File: src/rtl/asp_pkg.sv
package asp_pkg;

  localparam int SLOT_COUNT_DEF = 64;
  localparam int MAX_OUT        = 64;
  localparam int FOUND_W        = $clog2(MAX_OUT + 1);

  localparam logic [15:0] FULL_LIFE  = 16'd32768;
  localparam logic [15:0] DECAY_RST  = 16'd256;
  localparam int          LOSS_SHIFT = 9;

  localparam logic [1:0] MODE_TICK = 2'd0;
  localparam logic [1:0] MODE_ADD  = 2'd1;
  localparam logic [1:0] MODE_SCAN = 2'd2;

  localparam logic [1:0] KIND_TICK = 2'd0;
  localparam logic [1:0] KIND_ADD  = 2'd1;
  localparam logic [1:0] KIND_LIVE = 2'd2;
  localparam logic [1:0] KIND_NONE = 2'd3;

  typedef enum logic [2:0] {
    ST_CLEAR,
    ST_IDLE,
    ST_TICK,
    ST_ADD,
    ST_SCAN
  } state_t;

endpackage

File: src/rtl/aging_slot_pool_next_fit.sv
// Pool of SLOT_COUNT slots, each holding a remaining life in Q1.15, with a
// next-fit search hint. A beat with mode tick ages every live slot by
// (decay_rate * elapsed) >> 9, clamped at zero, and returns one beat with the
// live count. Mode add searches circularly from the hint for a dead slot,
// gives it full life and returns its index; with no dead slot, slot 0 is
// reused and overwrote_live is set. Mode scan returns one beat per live slot
// in index order (at most 64, the final one with tlast), or one beat of kind
// "none" when the pool is empty. Mode 3 is taken and dropped. The life values
// sit in a single-port-write, single-port-read memory, and one sequencer walks
// it one slot per cycle while the output register is not stalled (an add
// stops early at the first dead slot), and in_tready stays low while an item
// is in work. After reset a clearing pass writes every slot to zero before
// in_tready first rises. A finished result waits in an output register, and
// decay_rate may be written whenever the block is idle.
module aging_slot_pool_next_fit
  import asp_pkg::*;
#(
  parameter int SLOT_COUNT = SLOT_COUNT_DEF
) (
  input  logic        clk,
  input  logic        rst_n,
  input  logic        cfg_we,
  input  logic [15:0] cfg_wdata,     // decay_rate
  input  logic        in_tvalid,
  output logic        in_tready,
  input  logic [15:0] in_tdata,      // elapsed
  input  logic [1:0]  in_tuser,      // mode
  output logic        out_tvalid,
  input  logic        out_tready,
  output logic [31:0] out_tdata,     // slot, life_left, live_count, overwrote_live, zero pad
  output logic [1:0]  out_tuser,     // kind
  output logic        out_tlast
);

  localparam int AW = $clog2(SLOT_COUNT);
  localparam int CW = $clog2(SLOT_COUNT + 1);
  localparam logic [AW-1:0] LAST_ADDR = AW'(SLOT_COUNT - 1);
  localparam logic [CW-1:0] CNT_END   = CW'(SLOT_COUNT);

  logic [15:0] life_mem [SLOT_COUNT];

  state_t              state_r, state_nxt;
  logic [15:0]         decay_r;
  logic [AW-1:0]       hint_r;
  logic [AW-1:0]       addr_r;
  logic [CW-1:0]       cnt_r;
  logic                dval_r;
  logic [AW-1:0]       daddr_r;
  logic [15:0]         rd_data_r;
  logic [22:0]         loss_r;
  logic [CW-1:0]       live_r;
  logic                hold_v_r;
  logic [AW-1:0]       hold_slot_r;
  logic [15:0]         hold_life_r;
  logic [FOUND_W-1:0]  found_r;
  logic                stop_r;

  logic                out_valid_r;
  logic [31:0]         out_data_r;
  logic [1:0]          out_kind_r;
  logic                out_last_r;

  logic                accept;
  logic [31:0]         product;
  logic                walk_done;
  logic                mem_we, mem_re;
  logic [AW-1:0]       mem_waddr;
  logic [15:0]         mem_wdata;
  logic                issue, fin, emit, go;
  logic                tick_live, add_found, capture;
  logic [1:0]          e_kind;
  logic [5:0]          e_slot;
  logic [15:0]         e_life;
  logic [6:0]          e_count;
  logic                e_over, e_last;
  logic [15:0]         tick_new;
  logic [CW+6:0]       live_ext;
  logic [AW+5:0]       daddr_ext, hold_ext;
  logic [AW-1:0]       addr_inc;

  assign accept    = in_tvalid && in_tready;
  assign in_tready = (state_r == ST_IDLE);
  assign product   = {16'd0, decay_r} * {16'd0, in_tdata};
  assign walk_done = (cnt_r == CNT_END) && !dval_r;
  assign live_ext  = {7'd0, live_r};
  assign daddr_ext = {6'd0, daddr_r};
  assign hold_ext  = {6'd0, hold_slot_r};
  assign addr_inc  = (addr_r == LAST_ADDR) ? '0 : addr_r + 1'b1;
  assign tick_new  = ({7'd0, rd_data_r} > loss_r) ? rd_data_r - loss_r[15:0] : 16'd0;
  assign go        = !(emit && out_valid_r && !out_tready);

  // sequencer outputs
  always_comb begin
    mem_we    = 1'b0;
    mem_waddr = daddr_r;
    mem_wdata = 16'd0;
    issue     = 1'b0;
    fin       = 1'b0;
    emit      = 1'b0;
    tick_live = 1'b0;
    add_found = 1'b0;
    capture   = 1'b0;
    e_kind    = KIND_TICK;
    e_slot    = 6'd0;
    e_life    = 16'd0;
    e_count   = 7'd0;
    e_over    = 1'b0;
    e_last    = 1'b0;
    unique case (state_r)
      ST_CLEAR: begin
        mem_we    = 1'b1;
        mem_waddr = addr_r;
      end
      ST_IDLE: begin
      end
      ST_TICK: begin
        if (walk_done) begin
          fin     = 1'b1;
          emit    = 1'b1;
          e_kind  = KIND_TICK;
          e_count = live_ext[6:0];
          e_last  = 1'b1;
        end else begin
          issue = (cnt_r != CNT_END);
          if (dval_r && rd_data_r != 16'd0) begin
            mem_we    = 1'b1;
            mem_wdata = tick_new;
            tick_live = (tick_new != 16'd0);
          end
        end
      end
      ST_ADD: begin
        if (walk_done) begin
          fin       = 1'b1;
          emit      = 1'b1;
          mem_we    = 1'b1;
          mem_waddr = '0;
          mem_wdata = FULL_LIFE;
          e_kind    = KIND_ADD;
          e_over    = 1'b1;
          e_last    = 1'b1;
        end else if (dval_r && rd_data_r == 16'd0) begin
          fin       = 1'b1;
          emit      = 1'b1;
          add_found = 1'b1;
          mem_we    = 1'b1;
          mem_wdata = FULL_LIFE;
          e_kind    = KIND_ADD;
          e_slot    = daddr_ext[5:0];
          e_last    = 1'b1;
        end else begin
          issue = (cnt_r != CNT_END);
        end
      end
      ST_SCAN: begin
        if (walk_done || stop_r) begin
          fin    = 1'b1;
          emit   = 1'b1;
          e_last = 1'b1;
          if (hold_v_r) begin
            e_kind = KIND_LIVE;
            e_slot = hold_ext[5:0];
            e_life = hold_life_r;
          end else begin
            e_kind = KIND_NONE;
          end
        end else begin
          issue = (cnt_r != CNT_END);
          if (dval_r && rd_data_r != 16'd0) begin
            capture = 1'b1;
            if (hold_v_r) begin
              emit   = 1'b1;
              e_kind = KIND_LIVE;
              e_slot = hold_ext[5:0];
              e_life = hold_life_r;
            end
          end
        end
      end
      default: begin
      end
    endcase
    mem_re = issue && go;
  end

  // next state
  always_comb begin
    state_nxt = state_r;
    unique case (state_r)
      ST_CLEAR: begin
        if (addr_r == LAST_ADDR) state_nxt = ST_IDLE;
      end
      ST_IDLE: begin
        if (accept) begin
          unique case (in_tuser)
            MODE_TICK: state_nxt = ST_TICK;
            MODE_ADD:  state_nxt = ST_ADD;
            MODE_SCAN: state_nxt = ST_SCAN;
            default:   state_nxt = ST_IDLE;
          endcase
        end
      end
      ST_TICK, ST_ADD, ST_SCAN: begin
        if (fin && go) state_nxt = ST_IDLE;
      end
      default: state_nxt = ST_CLEAR;
    endcase
  end

  always_ff @(posedge clk) begin
    if (mem_we && go) life_mem[mem_waddr] <= mem_wdata;
    if (mem_re) rd_data_r <= life_mem[addr_r];
  end

  always_ff @(posedge clk) begin
    if (!rst_n) begin
      state_r     <= ST_CLEAR;
      decay_r     <= DECAY_RST;
      hint_r      <= '0;
      addr_r      <= '0;
      cnt_r       <= '0;
      dval_r      <= 1'b0;
      live_r      <= '0;
      hold_v_r    <= 1'b0;
      found_r     <= '0;
      stop_r      <= 1'b0;
      out_valid_r <= 1'b0;
    end else begin
      state_r <= state_nxt;
      if (cfg_we) decay_r <= cfg_wdata;

      if (state_r == ST_CLEAR) addr_r <= addr_inc;

      if (accept) begin
        addr_r   <= (in_tuser == MODE_ADD) ? hint_r : '0;
        cnt_r    <= '0;
        dval_r   <= 1'b0;
        live_r   <= '0;
        hold_v_r <= 1'b0;
        found_r  <= '0;
        stop_r   <= 1'b0;
      end else if (go && state_r != ST_CLEAR && state_r != ST_IDLE) begin
        dval_r  <= issue;
        if (issue) begin
          addr_r <= addr_inc;
          cnt_r  <= cnt_r + 1'b1;
        end
        if (tick_live) live_r <= live_r + 1'b1;
        if (add_found) hint_r <= daddr_r;
        if (capture) begin
          hold_v_r <= 1'b1;
          found_r  <= found_r + 1'b1;
          if (found_r == FOUND_W'(MAX_OUT - 1)) stop_r <= 1'b1;
        end
      end

      if (emit && go) out_valid_r <= 1'b1;
      else if (out_tready) out_valid_r <= 1'b0;
    end
  end

  // datapath registers, no reset
  always_ff @(posedge clk) begin
    if (accept) loss_r <= product[31:LOSS_SHIFT];
    if (go && state_r != ST_CLEAR && state_r != ST_IDLE && !accept) begin
      daddr_r <= addr_r;
      if (capture) begin
        hold_slot_r <= daddr_r;
        hold_life_r <= rd_data_r;
      end
    end
    if (emit && go) begin
      out_data_r <= {2'd0, e_over, e_count, e_life, e_slot};
      out_kind_r <= e_kind;
      out_last_r <= e_last;
    end
  end

  assign out_tvalid = out_valid_r;
  assign out_tdata  = out_data_r;
  assign out_tuser  = out_kind_r;
  assign out_tlast  = out_last_r;

  a_cnt_bound: assert property (@(posedge clk) disable iff (!rst_n)
    cnt_r <= CNT_END)
    else $error("walk counter past pool size");

  a_hint_bound: assert property (@(posedge clk) disable iff (!rst_n)
    hint_r <= LAST_ADDR)
    else $error("search hint outside pool");

  a_stop_full: assert property (@(posedge clk) disable iff (!rst_n)
    (state_r == ST_SCAN && stop_r) |-> found_r == FOUND_W'(MAX_OUT))
    else $error("scan stopped before list limit");

  a_add_write: assert property (@(posedge clk) disable iff (!rst_n)
    (state_r == ST_ADD && mem_we && go) |=> (state_r == ST_IDLE && $past(mem_wdata) == FULL_LIFE))
    else $error("add write did not end the item with full life");

endmodule

File: config.mk
export PLATFORM = sky130hd
export DESIGN_NAME = aging_slot_pool_next_fit
export DESIGN_NICKNAME = d
export VERILOG_FILES = /design/src/rtl/asp_pkg.sv /design/src/rtl/aging_slot_pool_next_fit.sv
export SDC_FILE = /design/constraint.sdc
export NUM_CORES = 2
export LEC_CHECK = 0
export BUFFER_PORTS_ARGS = -buffer_cell sky130_fd_sc_hd__clkbuf_2
export CAP_MARGIN = 5
export CELL_PAD_IN_SITES_DETAIL_PLACEMENT = 2
export CELL_PAD_IN_SITES_GLOBAL_PLACEMENT = 2
export CORE_AREA = 5 5 339 341
export CTS_CLUSTER_DIAMETER = 150
export DETAILED_ROUTE_END_ITERATION = 7
export DIE_AREA = 0 0 344 346
export PLACE_DENSITY_LB_ADDON = 0.2
export SLEW_MARGIN = 40
export SYNTH_ARGS = -nofsm -noshare
export SYNTH_HDL_FRONTEND = slang
export SYNTH_SLANG_ARGS = --single-unit
File: constraint.sdc
create_clock -name clk -period 8.5 [get_ports clk]
set_clock_uncertainty 0.2 [all_clocks]
set_input_delay 0.425 -clock clk [delete_from_list [all_inputs] [get_ports clk]]
set_output_delay 0.425 -clock clk [all_outputs]
set_load 0.01 [all_outputs]
* Word level (Yosys, flattened, before mapping)
Memory sizes are Yosys's and may differ from the RTL's. A register that Yosys moved wholly into a read port is not among the register bits.
Cells that the tools add are included.
** Cells by class
- Add/sub/neg operators :: 5
- Shifts and indexed selects :: 0
- Eq/ne operators :: 14
- Multiply operators :: 1
- Reduce and logical (&&, ||, !) cells :: 35
- Order comparisons :: 1
- Divide/modulo/power cells :: 0
- Muxes and demuxes :: 63
- Bitwise logic cells :: 2
** Operators by type and width (count)
- $mux 16 :: 8
- $mux 6 :: 12
- $mul 16x16->32 :: 1
- $pmux 16 s2 :: 1
- $reduce_bool 16->1 :: 2
- $mux 1 :: 27
- $pmux 6 s2 :: 2
- $gt 16x23->1 :: 1
- $add 7x1->7 const B :: 3
- $pmux 3 s3 :: 2
- $logic_not 16->1 :: 1
- $sub 16x16->16 :: 1
- $logic_and 1x1->1 :: 13
- $pmux 1 s3 :: 4
- $reduce_and 2->1 :: 5
- $mux 3 :: 3
- $reduce_and 3->1 :: 3
- $eq 7x6->1 const B :: 1
- $eq 7x7->1 const B :: 1
- $ne 7x7->1 const B :: 1
- $add 6x1->6 const B :: 1
- $eq 3x2->1 const B :: 2
- $eq 6x6->1 const B :: 1
- $mux 2 :: 3
- other kinds (17) :: 22
** Word-level totals
- Input port bits :: 39
- Memories :: 1
- Word-level logic and storage cells :: 143
- Output and inout bits :: 37
- Bits in read-only memories :: 0
- Latch bits :: 0
- RAM bits :: 1024
- Register bits :: 140
** Memory list
- life_mem :: depth 64, bits a word 16, read ports 1, clocked after memory_dff 1, write ports 1, RTL line aging_slot_pool_next_fit.sv:40 : logic [15:0] life_mem [SLOT_COUNT];

* Depth between registers and ports, before layout
- Word-level depth :: 12
- Gate-level depth with buffers :: 24
- Gate-level depth less buffers :: 23

* Worst setup path after synthesis
Ideal clock, no wire load.
- Path type :: register -> register
- From :: reg decay_r[13]
- To :: reg loss_r[22], data pin
- Setup slack :: 1.948 ns
- Arrival :: 6.092 ns
- Clock period less this slack :: 6.552 ns
- Setup time :: 0.260 ns
- Stages on the path, launching flop included :: 23
- Path through :: dfxtp_1 clkbuf_1 clkbuf_1 nand2_1 fa_1 inv_1 fa_1 fa_1 inv_1 fa_1 fa_1 fa_1 inv_1 ha_1 a21o_1 a21o_1 a211oi_1 o21ai_0 nor4b_2 a211oi_1 a311o_1 a21oi_1 xnor2_1
** Between the ends
- Longest elaborated chain between the ends :: 1
** RTL lines
- from (decl) :: RTL line aging_slot_pool_next_fit.sv:43 : logic [15:0] decay_r;
- from (signal assigned) :: RTL line aging_slot_pool_next_fit.sv:230 : if (cfg_we) decay_r <= cfg_wdata;
- $mul 16x16->32 :: RTL line aging_slot_pool_next_fit.sv:83 : assign product = {16'd0, decay_r} * {16'd0, in_tdata};
- via product[31] :: RTL line aging_slot_pool_next_fit.sv:64 : logic [31:0] product;
- to (signal assigned) :: RTL line aging_slot_pool_next_fit.sv:264 : if (accept) loss_r <= product[31:LOSS_SHIFT];
- to (decl) :: RTL line aging_slot_pool_next_fit.sv:50 : logic [22:0] loss_r;
The timed path passes the listed nets, and every way through them passes these cells.
A chain may end at the register's enable or synchronous reset.

* Worst setup path in the final report
- From :: reg decay_r[9]
- To :: reg loss_r[20], data pin
Same word-level chain as after synthesis.

==> qor.csv <==
stage;metric;value;unit
timing;fin_crit_sh;92.3;%
synth;synth.avg_cell_area;17.6;um^2
grt;overflow;0;
timing;whs;0.152;ns
timing;rsz0062_at_grt;no;
clock_tree;clkLatencyLatePin;0.75;ns
worst_setup_path;crit_fanout;17;
grt;use_met2;50.7;%
timing;worst_pin_slew;0.916;ns
worst_setup_path;worst-setup-path-type;flop to flop;
worst_hold_path;hold_class;input pin to flop;
place;dpl-instance-area;56800;um^2
clock_tree;htree_levels;3;
worst_setup_path;max_stage_delay;0.80;ns
worst_setup_path;crit_arrival;8.13;ns
worst_setup_path;critPathBufInv;3;
clock_tree;cts_sinks;1180;
grt;met1_usage;38.4;%
place;numPortBuffers;73;
die;boundaryPins;76;
grt;antenna_found_initial;3;
pwr;cellPowerDensity;225;nW/um^2
timing;final.min_clock_period;7.85;ns
synth;yosysSeqAreaShare;64.5;%
run;cap_violations;0;
grt;grt_start_max_net_pins;134;
pwr;ir_worst_vdd;216;uV
run_status;status;complete, no violations;
route;vias;29700;
die;rows;123;
route;ant_nets;0;
clock_tree;cts-root-buf;clkbuf_16;
cells_and_area;syn_to_final_growth;13.1;%
die;die_w;344;um
route;viasPerCell;6.14;
timing;finalHoldViolCount;0;
worst_setup_path;cp_top_family;adder cells;
worst_setup_path;crit_path_end_kind;flop;
die;dieHeight;346;um
cells_and_area;drive_above_1_share;21.9;%
grt;grt_use_total;29.3;%
synth;synth_edf_count;1124;
grt;grt_pass1_wl;249000;um
synth;synth_top_cell_by_area;edfxtp_1;
worst_setup_path;slowest_stage;dfxtp_1;
cells_and_area;final_net_count;3589;
timing;fin_setup_tns;0;ns
place;dpl.hpwl;110000;um
cells_and_area;final_cell_area;61100;um^2
route;drc_errors;0;
synth;yosys_register_bits;1180;
synth;synthArstFlopShare;0;%
route;avgRoutedWirePerCell;35.8;um
synth;synth_ff_type;edfxtp_1;
synth;syn_inst;3064;
worst_setup_path;cp_cell_sequence;nand2_1, fa_1, inv_1, fa_1, fa_1, fa_1, fa_1, inv_1, fa_1, inv_1, ha_1, a21oi_1, a21oi_1, a211oi_1, o21ai_0, nor4b_2, a211oi_1, or2_2, a21oi_1, xnor2_1;
synth;yosys_warnings;0;
worst_setup_path;cp-start-kind;flop;
pwr;p_leak;0.0199;uW
place;globalplace.congestion;0.834;
timing;fin_ws;0.652;ns
die;core-area;112000;um^2
route;drt_iter0_markers;2989;
grt;grt_pass1_vias;32900;
cells_and_area;final_cell_mix;1124 x edfxtp_1, 336 x mux4_2, 262 x inv_1;
synth;synth.area.top_cells;edfxtp_1 62%, mux4_2 14%, fa_1 7.2%;
clock_tree;clk_pin_slew;0.07;ns
cells_and_area;final_util;54.8;%
grt;grt_util_met3;4.47;%
worst_setup_path;cp_common_cell;fa_1;
die;die_area;119000;um^2
clock_tree;cts_buffers;121;
worst_setup_path;r2r_slack;0.65;ns
timing;slew_headroom;38.4;%
synth;synth.top_cell.area_share;62.4;%
clock_tree;cts_tree;built;
grt;top_usage_layer;met2;
route;firstDrtPassIters;5;
worst_setup_path;required;8.78;ns
timing;drv_slew;0;
cells_and_area;layout_commonest_cell;edfxtp_1;
place;dp_slack;0.926;ns
route;wl;173000;um
timing;finalSetupViolations;0;
timing;max_freq;127;MHz
die;start_util;48.5;%
synth;syn_area;54100;um^2
synth;yosysUniqueCellTypes;76;
cells_and_area;antenna_cells;0;
clock_tree;ctsLongestPathBuffers;3;
==> where the power goes <==
group / switching, uW / internal [uW] / leakage, uW
Sequential: 51.5 / 6370 / 0.00992
Clock: 2400 / 3070 / 0.00193
Combinational: 1090 / 759 / 0.00804
==> path summary, 6_finish.rpt <==
path / from / to / depth (start not counted)
max: decay_r[9] / loss_r[20] / 20
min: rst_n / decay_r[8] / 2
max reg2reg: decay_r[9] / loss_r[20] / 20
min reg2reg: live_r[6] / live_r[6] / 2
==> cells by family (layout without fill, tap and decap cells) <==
logic type                 Yosys count  count (layout)  synth area share [%]
adders and majority gates          316             316                  10.0
xor gates and xnor gates            37              37                 0.599
buffers and inverters              400             673                  2.82
muxes                              368             368                  14.6
AOI/OAI and AO/OA                  142             142                  1.81
other                                1               2               0.00694
DFF                               1180            1180                  64.5
and+or+nand+nor                    620             620                  5.68
==> registers in the layout, summed over array words and instances, names as in the netlist, 7 cells and up <==
name         cells
life_mem      1024
out_tdata       30
loss_r          23
decay_r         16
hold_life_r     16
rd_data_r       16
cnt_r            7
found_r          7
live_r           7
==> worst register-to-register path, cell delays in order, from the launching register on <==
cell and delay [ns]:
dfxtp_1 0.80, nand2_1 0.20, fa_1 0.57, inv_1 0.05
fa_1 0.49, fa_1 0.59, fa_1 0.44, fa_1 0.51
inv_1 0.05, fa_1 0.49, inv_1 0.05, ha_1 0.33
a21oi_1 0.22, a21oi_1 0.10, a211oi_1 0.50, o21ai_0 0.19
nor4b_2 0.64, a211oi_1 0.27, or2_2 0.38, a21oi_1 0.28
xnor2_1 0.27
==> synth_stat cells (3+ instances only) <==
cell,count
and3b_1,3
dfxtp_1,56
xor2_1,18
nand3_1,16
a21oi_1,37
a21o_1,5
nand4_1,17
o31ai_1,9
nor2_1,122
fa_1,194
nand3b_1,6
xnor2_1,19
nor4_1,10
clkbuf_1,103
nand2b_1,9
nor3b_1,4
o21ai_0,28
and2_1,130
o21a_1,10
ha_1,122
or3_1,8
buf_1,26
nand2_1,220
inv_1,263
a211o_1,3
mux2i_1,32
a22o_1,6
nor3_1,17
a211oi_1,6
buf_2,4
nor2b_1,36
edfxtp_1,1124
and3_1,8
a21boi_0,4
mux4_2,336
==> through the flow <==
stage	instances	power, uW
after detailed placement	4587	8360
after CTS	4833	13900
final	4838	13700
after floorplan	3065	7760
after global placement	4585	8240
after global routing	4838	14300
==> cell type report <==
cell class | count | area, um^2
Clock inverter | 78 | 843
Tap cell | 1500 | 1880
Fill cell | 9573 | 50400
Clock buffer | 149 | 3150
Sequential cell | 1180 | 34900
Timing Repair Buffer | 183 | 1440
Multi-Input combinational cell | 1485 | 18000
Inverter | 263 | 987
==> metal layers <==
| layer | vias to the layer above | part of all wire (%) |
|---|---|---|
| met1 | 16200 | 39 |
| met4 | 2 | 3.9 |
| met2 | 1212 | 52 |
| met5 | - | 0.0075 |
| met3 | 311 | 5.9 |
| li1 | 11900 | - |
==> repair_timing <==
| item | 4_1_cts | 5_1_grt |
|---|---|---|
| hold buffers | 19 | 0 |
| setup buffers | 0 | 0 |
| gates resized for setup | 0 | 0 |
| endpoints found under the hold margin | 22 | 0 |
Note: power is estimated with default switching activity, not from simulation.
